[src/rtl/pbe_pkg.sv]
// Package for the PWM bit-plane encoder: geometry constants, field widths
// and the structs passed between the lanes, the merge stage and the top level.
// No dependencies.
package pbe_pkg;

  // Display geometry
  localparam int PLANES            = 16;
  localparam int PIXELS_PER_COLUMN = 256;
  localparam int PIXELS_PER_GROUP  = 8;
  localparam int GROUPS_PER_PLANE  = PIXELS_PER_COLUMN / PIXELS_PER_GROUP;
  localparam int BYTES_PER_LINE    = GROUPS_PER_PLANE * PLANES;

  // Field widths
  localparam int LEVEL_W = 4;
  localparam int LINE_W  = 7;
  localparam int GROUP_W = 5;
  localparam int PACK_W  = LEVEL_W * PIXELS_PER_GROUP;
  localparam int ADDR_W  = 16;
  localparam int PLANE_W = (PLANES > 1) ? $clog2(PLANES) : 1;

  localparam logic [PLANE_W-1:0] LAST_PLANE = PLANE_W'(PLANES - 1);

  // Plane bits that one pixel lane produces
  typedef struct packed {
    logic red;
    logic green;
    logic blue;
  } lane_bits_t;

  // Step request from the plane sequencer to the merge stage
  typedef struct packed {
    logic               emit;
    logic               last;
    logic [PLANE_W-1:0] plane;
  } step_t;

endpackage

[src/rtl/pbe_if.sv]
// Channel interfaces of the PWM bit-plane encoder: pixel group requests in,
// plane byte requests out. Depends on pbe_pkg.
interface pbe_in_if;
  logic                            valid;
  logic                            ready;
  logic                            image_select;
  logic [pbe_pkg::LINE_W-1:0]      line_index;
  logic [pbe_pkg::GROUP_W-1:0]     group_index;
  logic [pbe_pkg::PACK_W-1:0]      red_levels;
  logic [pbe_pkg::PACK_W-1:0]      green_levels;
  logic [pbe_pkg::PACK_W-1:0]      blue_levels;

  modport source (output valid, image_select, line_index, group_index,
                  red_levels, green_levels, blue_levels, input ready);
  modport sink   (input valid, image_select, line_index, group_index,
                  red_levels, green_levels, blue_levels, output ready);
endinterface

interface pbe_out_if;
  logic                                  valid;
  logic                                  ready;
  logic                                  image_out;
  logic [pbe_pkg::ADDR_W-1:0]            byte_address;
  logic [pbe_pkg::PIXELS_PER_GROUP-1:0]  red_byte;
  logic [pbe_pkg::PIXELS_PER_GROUP-1:0]  green_byte;
  logic [pbe_pkg::PIXELS_PER_GROUP-1:0]  blue_byte;
  logic                                  last_plane;

  modport source (output valid, image_out, byte_address, red_byte, green_byte,
                  blue_byte, last_plane, input ready);
  modport sink   (input valid, image_out, byte_address, red_byte, green_byte,
                  blue_byte, last_plane, output ready);
endinterface

[src/rtl/pwm_bit_plane_encoder_top.sv]
// Top level of the PWM bit-plane encoder: plane sequencer, eight pixel
// lanes and the merge stage. Depends on pbe_pkg, pbe_if, pbe_lane, pbe_merge.
//
//   channel   direction  payload
//   in_ch     sink       image_select, line_index, group_index, r/g/b levels
//   out_ch    source     image_out, byte_address, r/g/b bytes, last_plane
//
// Each pixel group yields PLANES results, one per cycle from the plane
// counter while out_ch does not stall; the next group is taken in the cycle
// its predecessor's last plane is issued, so planes flow without gaps.
// Reset (rst_n low, synchronous) empties the sequencer and the output register.
// A stall on out_ch holds the plane counter; the output register holds the
// pending result meanwhile.
module pwm_bit_plane_encoder_top (
  input  logic       clk,
  input  logic       rst_n,
  pbe_in_if.sink     in_ch,
  pbe_out_if.source  out_ch
);
  import pbe_pkg::*;

  logic                busy_r, busy_nxt;
  logic [PLANE_W-1:0]  plane_r, plane_nxt;
  logic                image_r;
  logic [LINE_W-1:0]   line_r;
  logic [GROUP_W-1:0]  group_r;
  logic [PACK_W-1:0]   red_r, green_r, blue_r;

  logic                free;
  logic                accept;
  logic                on_last;
  step_t               step;
  lane_bits_t [PIXELS_PER_GROUP-1:0] lane_bits;

  // Issue one plane per cycle while the output register can take it
  assign on_last     = (plane_r == LAST_PLANE);
  assign step.emit   = busy_r && free;
  assign step.last   = on_last;
  assign step.plane  = plane_r;
  assign in_ch.ready = !busy_r || (free && on_last);
  assign accept      = in_ch.valid && in_ch.ready;

  // Advance the plane counter; restart on a new request
  always_comb begin
    busy_nxt  = busy_r;
    plane_nxt = plane_r;
    if (accept) begin
      busy_nxt  = 1'b1;
      plane_nxt = '0;
    end else if (step.emit) begin
      if (on_last) begin
        busy_nxt = 1'b0;
      end else begin
        plane_nxt = plane_r + PLANE_W'(1);
      end
    end
  end

  always_ff @(posedge clk) begin
    if (!rst_n) begin
      busy_r  <= 1'b0;
      plane_r <= '0;
    end else begin
      busy_r  <= busy_nxt;
      plane_r <= plane_nxt;
    end
  end

  // Hold the accepted pixel group
  always_ff @(posedge clk) begin
    if (accept) begin
      image_r <= in_ch.image_select;
      line_r  <= in_ch.line_index;
      group_r <= in_ch.group_index;
      red_r   <= in_ch.red_levels;
      green_r <= in_ch.green_levels;
      blue_r  <= in_ch.blue_levels;
    end
  end

  // One lane per pixel; pixel 0 sits in the top nibble
  for (genvar i = 0; i < PIXELS_PER_GROUP; i++) begin : g_lane
    pbe_lane u_lane (
      .red_level   (red_r[PACK_W-1-LEVEL_W*i -: LEVEL_W]),
      .green_level (green_r[PACK_W-1-LEVEL_W*i -: LEVEL_W]),
      .blue_level  (blue_r[PACK_W-1-LEVEL_W*i -: LEVEL_W]),
      .plane       (plane_r),
      .bits        (lane_bits[i])
    );
  end

  pbe_merge u_merge (
    .clk          (clk),
    .rst_n        (rst_n),
    .step         (step),
    .lane_bits    (lane_bits),
    .image_select (image_r),
    .line_index   (line_r),
    .group_index  (group_r),
    .free         (free),
    .out_ch       (out_ch)
  );

endmodule

[src/rtl/pbe_lane.sv]
// One pixel lane: thermometer compare of the red, green and blue levels
// against the current plane index. Depends on pbe_pkg.
module pbe_lane (
  input  logic [pbe_pkg::LEVEL_W-1:0] red_level,
  input  logic [pbe_pkg::LEVEL_W-1:0] green_level,
  input  logic [pbe_pkg::LEVEL_W-1:0] blue_level,
  input  logic [pbe_pkg::PLANE_W-1:0] plane,
  output pbe_pkg::lane_bits_t         bits
);
  import pbe_pkg::*;

  logic [LEVEL_W-1:0] threshold;

  // Cast the plane index to the level width
  assign threshold = LEVEL_W'(plane);

  // Set a bit where the level exceeds the plane
  always_comb begin
    bits.red   = (red_level   > threshold);
    bits.green = (green_level > threshold);
    bits.blue  = (blue_level  > threshold);
  end

endmodule

[src/rtl/pbe_merge.sv]
// Merge stage: packs the lane bits into plane bytes, forms the display
// memory address and holds the result in the output register.
// Depends on pbe_pkg and pbe_if.
module pbe_merge (
  input  logic                                    clk,
  input  logic                                    rst_n,
  input  pbe_pkg::step_t                          step,
  input  pbe_pkg::lane_bits_t [pbe_pkg::PIXELS_PER_GROUP-1:0] lane_bits,
  input  logic                                    image_select,
  input  logic [pbe_pkg::LINE_W-1:0]              line_index,
  input  logic [pbe_pkg::GROUP_W-1:0]             group_index,
  output logic                                    free,
  pbe_out_if.source                               out_ch
);
  import pbe_pkg::*;

  logic                        out_valid_r, out_valid_nxt;
  logic                        image_r;
  logic [ADDR_W-1:0]           addr_r, addr_nxt;
  logic [PIXELS_PER_GROUP-1:0] red_r, green_r, blue_r;
  logic [PIXELS_PER_GROUP-1:0] red_nxt, green_nxt, blue_nxt;
  logic                        last_r;

  // Output register may take a new request when empty or being drained
  assign free = !out_valid_r || out_ch.ready;

  // Pack lanes: pixel 0 lands in bit 7
  always_comb begin
    for (int i = 0; i < PIXELS_PER_GROUP; i++) begin
      red_nxt[PIXELS_PER_GROUP-1-i]   = lane_bits[i].red;
      green_nxt[PIXELS_PER_GROUP-1-i] = lane_bits[i].green;
      blue_nxt[PIXELS_PER_GROUP-1-i]  = lane_bits[i].blue;
    end
  end

  // Address: line * bytes per line + plane * groups per plane + group, wrapped
  assign addr_nxt = ADDR_W'(line_index) * ADDR_W'(BYTES_PER_LINE)
                  + ADDR_W'(step.plane) * ADDR_W'(GROUPS_PER_PLANE)
                  + ADDR_W'(group_index);

  always_comb begin
    out_valid_nxt = out_valid_r;
    if (step.emit) begin
      out_valid_nxt = 1'b1;
    end else if (out_ch.ready) begin
      out_valid_nxt = 1'b0;
    end
  end

  // Hold valid across stalls
  always_ff @(posedge clk) begin
    if (!rst_n) begin
      out_valid_r <= 1'b0;
    end else begin
      out_valid_r <= out_valid_nxt;
    end
  end

  // Load payload on each emitted plane
  always_ff @(posedge clk) begin
    if (step.emit) begin
      image_r <= image_select;
      addr_r  <= addr_nxt;
      red_r   <= red_nxt;
      green_r <= green_nxt;
      blue_r  <= blue_nxt;
      last_r  <= step.last;
    end
  end

  assign out_ch.valid        = out_valid_r;
  assign out_ch.image_out    = image_r;
  assign out_ch.byte_address = addr_r;
  assign out_ch.red_byte     = red_r;
  assign out_ch.green_byte   = green_r;
  assign out_ch.blue_byte    = blue_r;
  assign out_ch.last_plane   = last_r;

endmodule

[src/flat_wrapper.sv]
// flat-port wrapper written by rule: the top's interface ports become plain ports
module pwm_bit_plane_encoder_top_flat import pbe_pkg::*;
  (clk, rst_n, in_ch_valid, in_ch_image_select, in_ch_line_index, in_ch_group_index, in_ch_red_levels, in_ch_green_levels, in_ch_blue_levels, in_ch_ready, out_ch_valid, out_ch_image_out, out_ch_byte_address, out_ch_red_byte, out_ch_green_byte, out_ch_blue_byte, out_ch_last_plane, out_ch_ready);
  pbe_in_if in_ch_i ();
  pbe_out_if out_ch_i ();
  input  logic clk;
  input  logic rst_n;
  input wire logic [$bits(in_ch_i.valid)-1:0] in_ch_valid;
  input wire logic [$bits(in_ch_i.image_select)-1:0] in_ch_image_select;
  input wire logic [$bits(in_ch_i.line_index)-1:0] in_ch_line_index;
  input wire logic [$bits(in_ch_i.group_index)-1:0] in_ch_group_index;
  input wire logic [$bits(in_ch_i.red_levels)-1:0] in_ch_red_levels;
  input wire logic [$bits(in_ch_i.green_levels)-1:0] in_ch_green_levels;
  input wire logic [$bits(in_ch_i.blue_levels)-1:0] in_ch_blue_levels;
  output wire logic [$bits(in_ch_i.ready)-1:0] in_ch_ready;
  output wire logic [$bits(out_ch_i.valid)-1:0] out_ch_valid;
  output wire logic [$bits(out_ch_i.image_out)-1:0] out_ch_image_out;
  output wire logic [$bits(out_ch_i.byte_address)-1:0] out_ch_byte_address;
  output wire logic [$bits(out_ch_i.red_byte)-1:0] out_ch_red_byte;
  output wire logic [$bits(out_ch_i.green_byte)-1:0] out_ch_green_byte;
  output wire logic [$bits(out_ch_i.blue_byte)-1:0] out_ch_blue_byte;
  output wire logic [$bits(out_ch_i.last_plane)-1:0] out_ch_last_plane;
  input wire logic [$bits(out_ch_i.ready)-1:0] out_ch_ready;
  assign in_ch_i.valid = in_ch_valid;
  assign in_ch_i.image_select = in_ch_image_select;
  assign in_ch_i.line_index = in_ch_line_index;
  assign in_ch_i.group_index = in_ch_group_index;
  assign in_ch_i.red_levels = in_ch_red_levels;
  assign in_ch_i.green_levels = in_ch_green_levels;
  assign in_ch_i.blue_levels = in_ch_blue_levels;
  assign in_ch_ready = in_ch_i.ready;
  assign out_ch_valid = out_ch_i.valid;
  assign out_ch_image_out = out_ch_i.image_out;
  assign out_ch_byte_address = out_ch_i.byte_address;
  assign out_ch_red_byte = out_ch_i.red_byte;
  assign out_ch_green_byte = out_ch_i.green_byte;
  assign out_ch_blue_byte = out_ch_i.blue_byte;
  assign out_ch_last_plane = out_ch_i.last_plane;
  assign out_ch_i.ready = out_ch_ready;
  pwm_bit_plane_encoder_top u_core (.clk(clk), .rst_n(rst_n), .in_ch(in_ch_i), .out_ch(out_ch_i));
endmodule
[config.mk]
export PLATFORM = sky130hd
export DESIGN_NAME = pwm_bit_plane_encoder_top_flat
export DESIGN_NICKNAME = d
export VERILOG_FILES = /design/src/rtl/pbe_pkg.sv /design/src/rtl/pbe_if.sv /design/src/rtl/pwm_bit_plane_encoder_top.sv /design/src/rtl/pbe_lane.sv /design/src/rtl/pbe_merge.sv /design/src/flat_wrapper.sv
export SDC_FILE = /design/constraint.sdc
export NUM_CORES = 1
export LEC_CHECK = 0
export BUFFER_PORTS_ARGS = -buffer_cell sky130_fd_sc_hd__buf_2
export CORE_ASPECT_RATIO = 0.7
export CORE_UTILIZATION = 51
export CTS_BUF_LIST = sky130_fd_sc_hd__clkbuf_2 sky130_fd_sc_hd__clkbuf_4 sky130_fd_sc_hd__clkbuf_8
export DETAILED_ROUTE_END_ITERATION = 6
export PLACE_DENSITY = 0.87
export SYNTH_ARGS = -nofsm -noshare
export SYNTH_HDL_FRONTEND = slang
export SYNTH_SLANG_ARGS = --single-unit
[constraint.sdc]
create_clock -name clk -period 4.9 [get_ports clk]
set_input_delay 0.245 -clock clk [delete_from_list [all_inputs] [get_ports clk]]
set_output_delay 0.245 -clock clk [all_outputs]
set_load 0.005 [all_outputs]
Yosys cells after proc, flatten, opt, wreduce, memory -nomap -nowiden
Cells that the tools add are included.
W data, S select, Z words.
{ "word_totals": {"register_bits": 157, "inputBits": 113, "out_inout_bits": 44} }
{ "classes": {"add_sub_neg": 3, "n_lt_le_gt_ge": 24, "n_eq_ne": 1, "muxes": 5, "bitwise": 2, "n_reduce_logical": 13} }
{ "ops": {"columns": ["op", "count"], "rows": [
  ["$gt A4 B4 Y1", 24],
  ["$add A16 B5 Y16", 1],
  ["$add A16 B9 Y16", 1],
  ["$reduce_bool A2 Y1", 3],
  ["$mux W1", 5],
  ["$add A4 B1 Y4 const B", 1],
  ["$eq A4 B4 Y1 const B", 1],
  ["$reduce_and A2 Y1", 2],
  ["$logic_and A1 B1 Y1", 3],
  ["$logic_not A1 Y1", 2],
  ["$logic_or A1 B1 Y1", 2],
  ["$not A1 Y1", 2],
  ["$reduce_or A2 Y1", 1]
]} }

Depth between registers and ports, before layout
Gate-level depths: netlist (run 1).
{ "depth": {"ltp_word": 7, "depth_mapped": 6, "depth_no_buf": 6} }

Cells and area by module
Synthesis (run 1) repeated with hierarchy kept, for this count alone.
{ "hier_totals": {"cells_unflattened": 471, "area_unflattened_um2": 7043.0} }
{ "by_module_without_submodules": {"columns": ["mod", "instances", "cells_per_inst", "area_each_um2", "seq_area_each_um2"], "rows": [
  ["pwm_bit_plane_encoder_top", 1, 140, 3529.6, 3373.2],
  ["pbe_lane (u_core.g_lane[0].u_lane ...)", 7, 36, 269.0, 0.0],
  ["pbe_merge", 1, 46, 1310.0, 1281.2],
  ["pbe_lane (u_core.g_lane[7].u_lane)", 1, 33, 320.3, 0.0]
]} }

Worst setup path after synthesis (run 1)
No wires, ideal clock.
{ "synth_path": {"path_kind": "flip-flop to flip-flop", "from": "register u_core.plane_r[0]", "to": "register u_core.blue_r[0], enable pin", "setup_ns": 0.481, "t_arrival_ns": 4.032, "setup_slack_ns": 0.387, "stages_incl_launch_ff": 5, "n_path_buf": 0, "cell_sequence": "dfxtp_1 -> ha_1 -> nand3_2 -> o21ai_2 -> and2_1"} }
{ "synth_via": {"elab_chain_len": 4} }
{ "synth_lines": {"columns": ["element", "line", "rtl"], "rows": [
  ["start, declared", "pwm_bit_plane_encoder_top.sv:23", "logic [PLANE_W-1:0] plane_r, plane_nxt;"],
  ["start signal, assigned", "pwm_bit_plane_encoder_top.sv:65", "plane_r <= plane_nxt;"],
  ["$eq A4 B4 Y1", "pwm_bit_plane_encoder_top.sv:36", "assign on_last = (plane_r == LAST_PLANE);"],
  ["$logic_and A1 B1 Y1", "pwm_bit_plane_encoder_top.sv:40", "assign in_ch.ready = !busy_r || (free && on_last);"],
  ["$logic_or A1 B1 Y1", "pwm_bit_plane_encoder_top.sv:40", null],
  ["named net in_ch_ready", "flat_wrapper.sv:15", "output wire logic [$bits(in_ch_i.ready)-1:0] in_ch_ready;"],
  ["$logic_and A1 B1 Y1", "pwm_bit_plane_encoder_top.sv:41", "assign accept = in_ch.valid && in_ch.ready;"],
  ["named net u_core.accept", "pwm_bit_plane_encoder_top.sv:30", "logic accept;"],
  ["end signal, assigned", "pwm_bit_plane_encoder_top.sv:77", "blue_r <= in_ch.blue_levels;"],
  ["end, declared", "pwm_bit_plane_encoder_top.sv:27", "logic [PACK_W-1:0] red_r, green_r, blue_r;"]
]} }
The timed path passes the listed nets, and every way through them passes these cells.
A chain may end at the register's enable or synchronous reset.

Worst setup path after layout (run 1)
{ "layout_path": {"from": "register u_core.plane_r[1]", "to": "register u_core.blue_r[31], enable pin"} }
{ "layout_via": {"elab_chain_len": 4} }
{ "layout_lines": {"columns": ["element", "line"], "rows": [
  ["$eq A4 B4 Y1", "pwm_bit_plane_encoder_top.sv:36"],
  ["$logic_and A1 B1 Y1", "pwm_bit_plane_encoder_top.sv:40"],
  ["$logic_or A1 B1 Y1", "pwm_bit_plane_encoder_top.sv:40"],
  ["$logic_and A1 B1 Y1", "pwm_bit_plane_encoder_top.sv:41"],
  ["named net u_core.accept", "pwm_bit_plane_encoder_top.sv:30"]
]} }
The timed path passes the listed nets, and every way through them passes these cells.

==> results of run 1 <==
[cell usage after synthesis, drive strengths merged, types with 2 or more instances]
cell type  count  area (µm²)
nor2           2        7.51
ha            97        1210
o21a          73         548
inv           29         109
o21ai          2        13.8
nor2b         24         150
dfxtp          6         120
and2           2        12.5
a21oi          3        18.8
nand3          4        37.5
edfxtp       151        4530
nand4         24         150
[flip-flops by register name, indices dropped and copies added, names as in the netlist]
register,cells
u_core.red_r,32
u_core.u_merge.out_ch.last_plane,1
u_core.u_merge.out_ch.byte_address,16
u_core.u_merge.out_ch.image_out,1
u_core.u_merge.out_ch.blue_byte,8
u_core.u_merge.out_ch.red_byte,8
u_core.u_merge.out_ch.green_byte,8
u_core.green_r,32
u_core.blue_r,32
u_core.line_r,7
u_core.image_r,1
u_core.group_r,5
u_core.u_merge.out_ch.valid,1
u_core.plane_r,4
u_core.busy_r,1
[final cells by class]
| type | count | area [µm²] | share of cell area |
|---|---|---|---|
| Tap cell | 185 | 231 | 0.0243 |
| Multi-Input combinational cell | 239 | 2220 | 0.234 |
| Clock buffer | 17 | 234 | 0.0246 |
| Clock inverter | 15 | 155 | 0.0163 |
| Inverter | 29 | 109 | 0.0115 |
| Timing Repair Buffer | 269 | 1900 | 0.200 |
| Sequential cell | 157 | 4650 | 0.490 |
[critical path: cells and delay by family (launching register included)]
kind / cells / cell delay, ns
adder cells (fa/ha/maj): 1 / 0.26
AND/OR/NAND/NOR: 2 / 0.77
flip-flops: 1 / 0.41
AO/OA/AOI/OAI: 1 / 0.21
buffers and inverters: 1 / 0.52
[power by group through the flow]
stage | Sequential [mW] | Combinational (mW) | Clock (mW)
5_1_grt | 1.59 | 0.376 | 1.03
2_1_floorplan | 1.62 | 0.136 | 0
3_5_place_dp | 1.62 | 0.263 | 0
4_1_cts | 1.59 | 0.334 | 0.967
6_report | 1.59 | 0.340 | 0.951
3_3_place_gp | 1.61 | 0.238 | 0
[layer usage]
layer | track usage | share of wire | vias to the layer above
met5 | 0 | 0 | -
met4 | 0.0744 | 0.015 | 0
met3 | 0.0697 | 0.059 | 26
met2 | 0.460 | 0.53 | 176
met1 | 0.272 | 0.39 | 2307
li1 | - | - | 2233
[kinds of logic after synthesis]
| kind of cell | after synthesis | synth area share |
|---|---|---|
| AO/OA/AOI/OAI | 81 | 0.0878 |
| AND/OR/NAND/NOR | 60 | 0.0547 |
| flip-flops | 157 | 0.667 |
| buffers and inverters | 29 | 0.0156 |
| XOR/XNOR | 1 | 0.00125 |
| adder cells (fa/ha/maj) | 97 | 0.174 |
[layout by cell type, fill, tap and decap left out, types with 2 or more instances in the layout]
master         Yosys  final
a21oi_1            2      2
buf_2              0    156
buf_4              0      4
clkbuf_8           0     17
clkinv_4           0      4
clkinvlp_4         0      2
dfxtp_1            6      6
dlygate4sd3_1      0    109
edfxtp_1         151    151
ha_1              97     97
inv_1             29     29
inv_6              0      3
inv_8              0      4
nand3_1            2      2
nand4_1           24     24
nor2_1             2      2
nor2b_1           24     24
o21a_1            73     73
[how the worst max path moves through the flow]
stage | to | slack [ns] | cells after the start | start
after floorplan | u_core.blue_r[0] | 0.39 | 4 | u_core.plane_r[0]
after global placement | u_core.image_r | 2.47 | 5 | u_core.plane_r[1]
after detailed placement | u_core.blue_r[19] | 2.36 | 5 | u_core.plane_r[1]
after CTS | u_core.blue_r[31] | 2.34 | 5 | u_core.plane_r[1]
after global routing | u_core.blue_r[31] | 2.17 | 5 | u_core.plane_r[1]
final | u_core.blue_r[31] | 2.34 | 5 | u_core.plane_r[1]
[stage by stage]
| step | cell area (µm²) | power, mW | setup WS, ns | utilization | std cells |
|---|---|---|---|---|---|
| global placement | 8030 | 1.85 | 2.47 | 0.605 | 770 |
| floorplan | 6980 | 1.76 | 0.387 | - | 425 |
| CTS | 9510 | 2.89 | 2.34 | 0.716 | 911 |
| global route | 9510 | 2.99 | 2.17 | 0.716 | 911 |
| finish | 9510 | 2.88 | 2.34 | 0.716 | 911 |
| detailed placement | 8030 | 1.88 | 2.36 | 0.605 | 770 |
==> results.md, run 1 <==
- The average wire per cell in the routed design is 18.2 µm.
- The count of fill cells added during filler insertion is roughly 830.
- TritonCTS built the clock tree.
- The antenna diode count is 0.
- Setup repair after global routing left no endpoint under its margin.
- The maximum vdd ir drop is 0.000204 V.
- The total negative slack is 0 ns.
- The first global-routing pass estimated 25.5 mm of wire.
- The core area is 13300 µm².
- The critical path is of the reg -> reg type.
- The number of maximum-capacitance violations is 0.
- Using the TritonRoute via totals, the vias-per-cell ratio works out to roughly 5.2.
- In this run the horizontal extent of the chip is 142 µm.
- In this run the vertical extent of the chip is 99.9 µm.
- The number of buffers created by CTS is 17.
- The layout overhead on the synthesized area is 36.2%.
- The maximum number of buffers from clock root to sink is 2.
- The final hold slack is ~0.028 ns.
- The clock root buffer is clkbuf_8.
- The number of buffers inserted for hold repair after clock tree synthesis is 109.
- Counting flops and latches in the post-synthesis netlist gives around 160.
- Walking the worst path, the cells encountered are ha_1 -> nand3_2 -> o21ai_2 -> and2_4 -> buf_4.
- The number of antenna violations at the first check in global routing is 0.
- Derived from the worst setup path, the maximum achievable clock frequency is 390 MHz.
- The power per unit of standard cell area is 303 nW/µm².
- The number of buffers inserted by post-CTS setup repair is 0.
- The first-iteration detailed-routing DRC count is 172.
- After legalization and detailed placement, the total HPWL measured 9.49 mm.
- The layout cell share with drive strength beyond 1 is 0.274.
- Clock-pin slew was measured on the worst setup and hold paths at 0.09 ns.
- The share of total power dissipated in combinational logic is 0.118.
- Buffers placed on the I/O ports in this run total 156.
- The final layout contains routed wiring with a total length of about 17 mm.
- The hold path depth is 2.
- The proportion of synthesized chip area in sequential cells is 0.667.
- The detailed-route via count is 4742.
- The number of global-route vias before repair was 5217.
- The final period utilization is 0.523.
- The endpoint identified for the worst register-to-register timing path is u_core.blue_r[31].
- The sequential cell fraction of total power is 0.551.
- The clock sink count is approximately 160.
- After global routing the overflow that remains totals 0.
- In this design, the stage delay of the slowest critical-path cell is a little over 0.6 ns.
- The detail route stage leaves a number of antenna-violating nets equal to 0.
- The worst flop-to-flop path startpoint is u_core.plane_r[1].
- The total die area is 14200 µm².
- The count of instances resized after the clock tree is built is 0.
- For this run, the number of Yosys warnings is 0.
- The H-tree depth reported by CTS is 4.
- The number of max-slew violations in the final report is 0.
- The number of failing hold endpoints at the final stage is 0.
- Setup violations remaining at the end of the flow were counted as 0.
- The internal power is 2.17 mW.
- The number of cells produced by synthesis is ~430.
- The pin count of the biggest net entering global routing is 50.
- The transition time of the tightest slew-check pin is 1.20 ns.
- The worst hold path begins at rst_n.
- The data required time at the worst endpoint is approximately 5.0 ns.
- The number of rows in the core area is 35.
- The total nets after synthesis is 635.
- The count of cells along the worst register-to-register path is 5.
- The switching share of total power is 0.247.
- The post-synthesis area per instance is 16.4 µm².
- The cell area after technology mapping is around 7000 µm².
- The clock network latency to the later pin of the worst-skew pair is around 0.44 ns.
- The largest individual stage delay along the critical path comes from the cell and2_4.
- The initial core utilization is 0.526.
- The global-route usage over all layers is 0.246.
- Headroom to the max-slew limit came out at 0.197.
- The clock share of power is 0.330.
- The maximum fanout count along the critical path is 49.
- In the routed design, unresolved DRC markers number 0.
- The congestion estimate from routability-driven global placement came to 0.835.
- The number of synthesized flops with an enable pin is between 150 and 200.
- The flow ran to the end, and the final reports show no timing, DRC or antenna violations.
- The count of distinct cell types in the synthesized netlist is 24.
- The path with the worst hold slack has its endpoint at u_core.u_merge.out_ch.valid.
- The register-to-register path setup slack is around 2.3 ns.
- The worst clock skew on the final layout is 0.0132 ns.
- The kind of end point of the critical path is a flip-flop.
- The fraction of registers with async set/reset is 0.
- The worst path needs 2.56 ns of the cycle, external delays included.
- STA classifies the critical path startpoint as a flip-flop.
- For this design the total switching power over the nets is 0.712 mW.
- For this run, the leading register cell type out of synthesis is edfxtp_1.
- The type of the most critical hold path is in -> reg.
- For this design the static power due to leakage is 3.89 nW.
- The critical path data arrival time is 2.66 ns.
- At the end of the flow, the number of nets in the layout was about 920.
- 157 I/O pins were placed.
- The count of TritonRoute iterations in the first routing pass is 4.
No activity file was read; power rests on OpenSTA's default activity.
==> inputs of run 2 (changes only) <==
PLACE_DENSITY = 0.9   (was 0.87)
clock period = 2.1 ns   (was 4.9 ns; I/O delays follow)
==> run 2 against run 1 <==
Compared with the run above:
- fmax rose by 29%
- sequential cell count stayed put
- combinational power is 140% higher
- hold slack improved by 0.12 ns
- via count increased by 2.7%
- final area increased by 1.5%
- routed wire length rose by 6.1%
- clock power is 150% higher
- clock-buffer cell count unchanged
- global-route usage up 1.6 points
- clock skew up 0.0012 ns
- non-clock buffer count grew 8
- critical endpoint is now u_core.u_merge.out_ch.blue_byte[4]
==> results.md, run 2 (same netlist as run 1, synthesis figures left out) <==
- The first detailed-routing pass took 5 iterations.
- The count of cells along the worst register-to-register path is 7.
- The final estimated routing congestion in global placement is 0.790.
- The master of the slowest instance on the critical path is dfxtp_1.
- Buffers inserted during clock tree synthesis total 17.
- The worst flop-to-flop path startpoint is u_core.plane_r[1].
- The chip width is 142 µm.
- Leaving out fill and tap cells, the most frequent cells in the layout are buf_2, edfxtp_1, dlygate4sd3_1.
- Setup repair after global routing left no endpoint under its margin.
- The count of fill cells added during filler insertion is roughly 810.
- The core area is 13300 µm².
- The worst slew slack as a fraction of its limit is 0.712.
- For this block, the routed nets add up to 17.6 mm of wire.
- The clock share of power is 0.340.
- The total die area is roughly 14000 µm².
- The overall die height is around 100 µm.
- In the final timing run, aggregate negative setup slack is 0 ns.
- The leakage component of the power is slightly below 4 nW.
- The pin count of the biggest net entering global routing is 48.
- The flow ran to the end, and the final reports show no timing, DRC or antenna violations.
- Between clock sinks in the finished design, the worst skew comes to approximately 0.014 ns.
- The average via count per standard cell is ~5.3.
- Hold repair after CTS inserted 111 buffers.
- The first global-routing pass estimated 26.9 mm of wire.
- Of the total power, registers draw 0.540.
- The clock network latency to the later pin of the worst-skew pair is 0.46 ns.
- Of the total power, combinational logic draws 0.120.
- The library cell used most frequently in the layout, excluding fill and tap cells, is buf_2.
- The cell that appears most often on the critical path is o21a_1.
- After routing the design area is 9650 µm².
- The worst setup path is captured at a flip-flop.
- Counting I/O delays and the setup requirement, the final critical path takes 1.99 ns.
- The number of max-slew violations in the final report is 0.
- The detailed-route via count is about 4900.
- The endpoint of the most critical register-to-register path is u_core.u_merge.out_ch.blue_byte[4].
- In this run the count of I/O pins placed on the die edge is 157.
- Global routing finished with a remaining overflow of 0.
- The clock passes through at most 2 buffers.
- At the pin with the least slew margin, the transition time is 0.431 ns.
- The final hold slack is 0.145 ns.
- The register-to-register path setup slack is ~0.11 ns.
- Based on the critical path, the design can be clocked at up to between 500 and 600 MHz.
- The hold path depth is 3.
- The final setup violation count is 0.
- The TritonCTS clock tree is yes.
- The average wire per cell in the routed design is 19.1 µm.
- The number of buffers and inverters on the critical path is 2.
- The final period utilization is 0.948.
- For this run, design rule violations remaining after detail routing come to 0.
- Cell internal power was estimated by the tool at between 5 and 6 mW.
- The power per unit of standard cell area is 711 nW/µm².
- The estimated wirelength of the detail-placed design is ~10 mm.
- The kind of launch point of the worst setup path is a flip-flop.
- The startpoint identified for the worst hold timing path is out_ch_ready.
- VDD sags by at most 0.000370 V.
- The count of buffers added on input and output ports is around 160.
- For the worst setup path, the data required time is 2.32 ns.
- On the worst path, the slowest cell contributes a delay of 0.46 ns.
- The largest registers in the layout are u_core.blue_r: 32 flops, u_core.green_r: 32 flops, u_core.red_r: 32 flops.
- The clock root buffer is clkbuf_8.
- The count of instances resized after the clock tree is built is 0.
- The path with the worst hold slack has its endpoint at u_core.u_merge.out_ch.valid.
- The number of global-route vias before repair is 5429.
- In this run the power spent charging and discharging nets is between 1.5 and 2 mW.
- The H-tree depth reported by CTS is 4.
- At the end of the flow, the number of nets in the layout was 931.
- The type of the most critical hold path is in -> reg.
- The layout cell share with drive strength beyond 1 is 0.283.
- The number of failing hold endpoints at the final stage is 0.
- The number of rows in the core area is 35.
- The setup path with the least slack is of type reg -> reg.
- The critical path launch point is u_core.plane_r[1].
- The clock edge transition at the registers on the reported setup and hold paths is roughly 0.10 ns.
- Buffers added to address setup during post-CTS repair amount to 0.
- The tool flagged a number of max-cap violations equal to 0.
- The antenna diode count is 0.
- The number of routed nets with antenna violations is 0.
- Counting every sink on the clock net gives 157.
- The kind of cell with the highest combined delay on the critical path is compound AO/OA/AOI/OAI gates.
- The layout overhead on the synthesized area is 38.3%.
- The number of antenna violations at the first check in global routing is 0.
- The initial core utilization is 0.526.
- Traced cell by cell, the critical path runs through inv_1 -> buf_12 -> ha_1 -> nor2b_1 -> o21a_1 -> o21a_1 -> o21a_1.
- The maximum fanout count along the critical path is 24.
- For this block, the initial DRC count from the detailed router was about 210.
- The switching share of total power is 0.257.
- The cell area after placement is 8140 µm².
- The total stage count of the critical path is 7.
- Data arrives at the worst endpoint at between 2 and 2.5 ns.
- The global-route usage over all layers is 0.262.
-- run 2: cell count changes in the layout (fill, tap and decap cells not counted), moves of 2 or more --
cell	delta
clkinv_4	-4
buf_12	+3
buf_4	+3
inv_6	+3
dlygate4sd3_1	+2
inv_8	+2
-- run 2: cell type report --
type                            count  area, µm²  share of cell area
Timing Repair Buffer              277       2000               0.208
Clock inverter                     15        165              0.0171
Sequential cell                   157       4660               0.483
Tap cell                          185        231              0.0240
Inverter                           29        109              0.0113
Multi-Input combinational cell    239       2250               0.233
Clock buffer                       17        234              0.0242
-- run 2: per-layer routing --
metal  part of all wire  global-route usage
met1               0.38               0.282
met2               0.54               0.505
met3              0.063              0.0596
met4              0.014              0.0935
met5                  0                   0
-- run 2: worst max path at each step --
| stage | endpoint |
|---|---|
| 2_1_floorplan | u_core.blue_r[0] |
| 3_3_place_gp | u_core.u_merge.out_ch.blue_byte[0] |
| 3_5_place_dp | u_core.u_merge.out_ch.blue_byte[4] |
| 4_1_cts | u_core.u_merge.out_ch.red_byte[2] |
| 5_1_grt | u_core.u_merge.out_ch.red_byte[2] |
| 6_report | u_core.u_merge.out_ch.blue_byte[4] |
-- run 2: metrics by stage --
step / worst slack [ns] / total power, mW / util / cells
after floorplan: -0.146 / 4.09 / - / 425
after global placement: 0.253 / 4.33 / 0.613 / 776
after detailed placement: 0.139 / 4.41 / 0.613 / 776
after CTS: 0.123 / 6.87 / 0.727 / 919
after global routing: 0.0500 / 7.11 / 0.727 / 919
final: 0.108 / 6.86 / 0.727 / 919
-- run 2: power by group through the flow --
stage / clock network, mW / registers, mW / logic (mW)
4_1_cts: 2.36 / 3.70 / 0.806
3_5_place_dp: 0 / 3.77 / 0.637
2_1_floorplan: 0 / 3.77 / 0.320
3_3_place_gp: 0 / 3.76 / 0.567
6_report: 2.33 / 3.71 / 0.823
5_1_grt: 2.49 / 3.72 / 0.901
-- run 2: worst reg2reg max path: stages, from the launching register on --
cell,delay (ns)
dfxtp_1,0.46
inv_1,0.11
buf_12,0.19
ha_1,0.35
nor2b_1,0.14
o21a_1,0.17
o21a_1,0.17
o21a_1,0.17
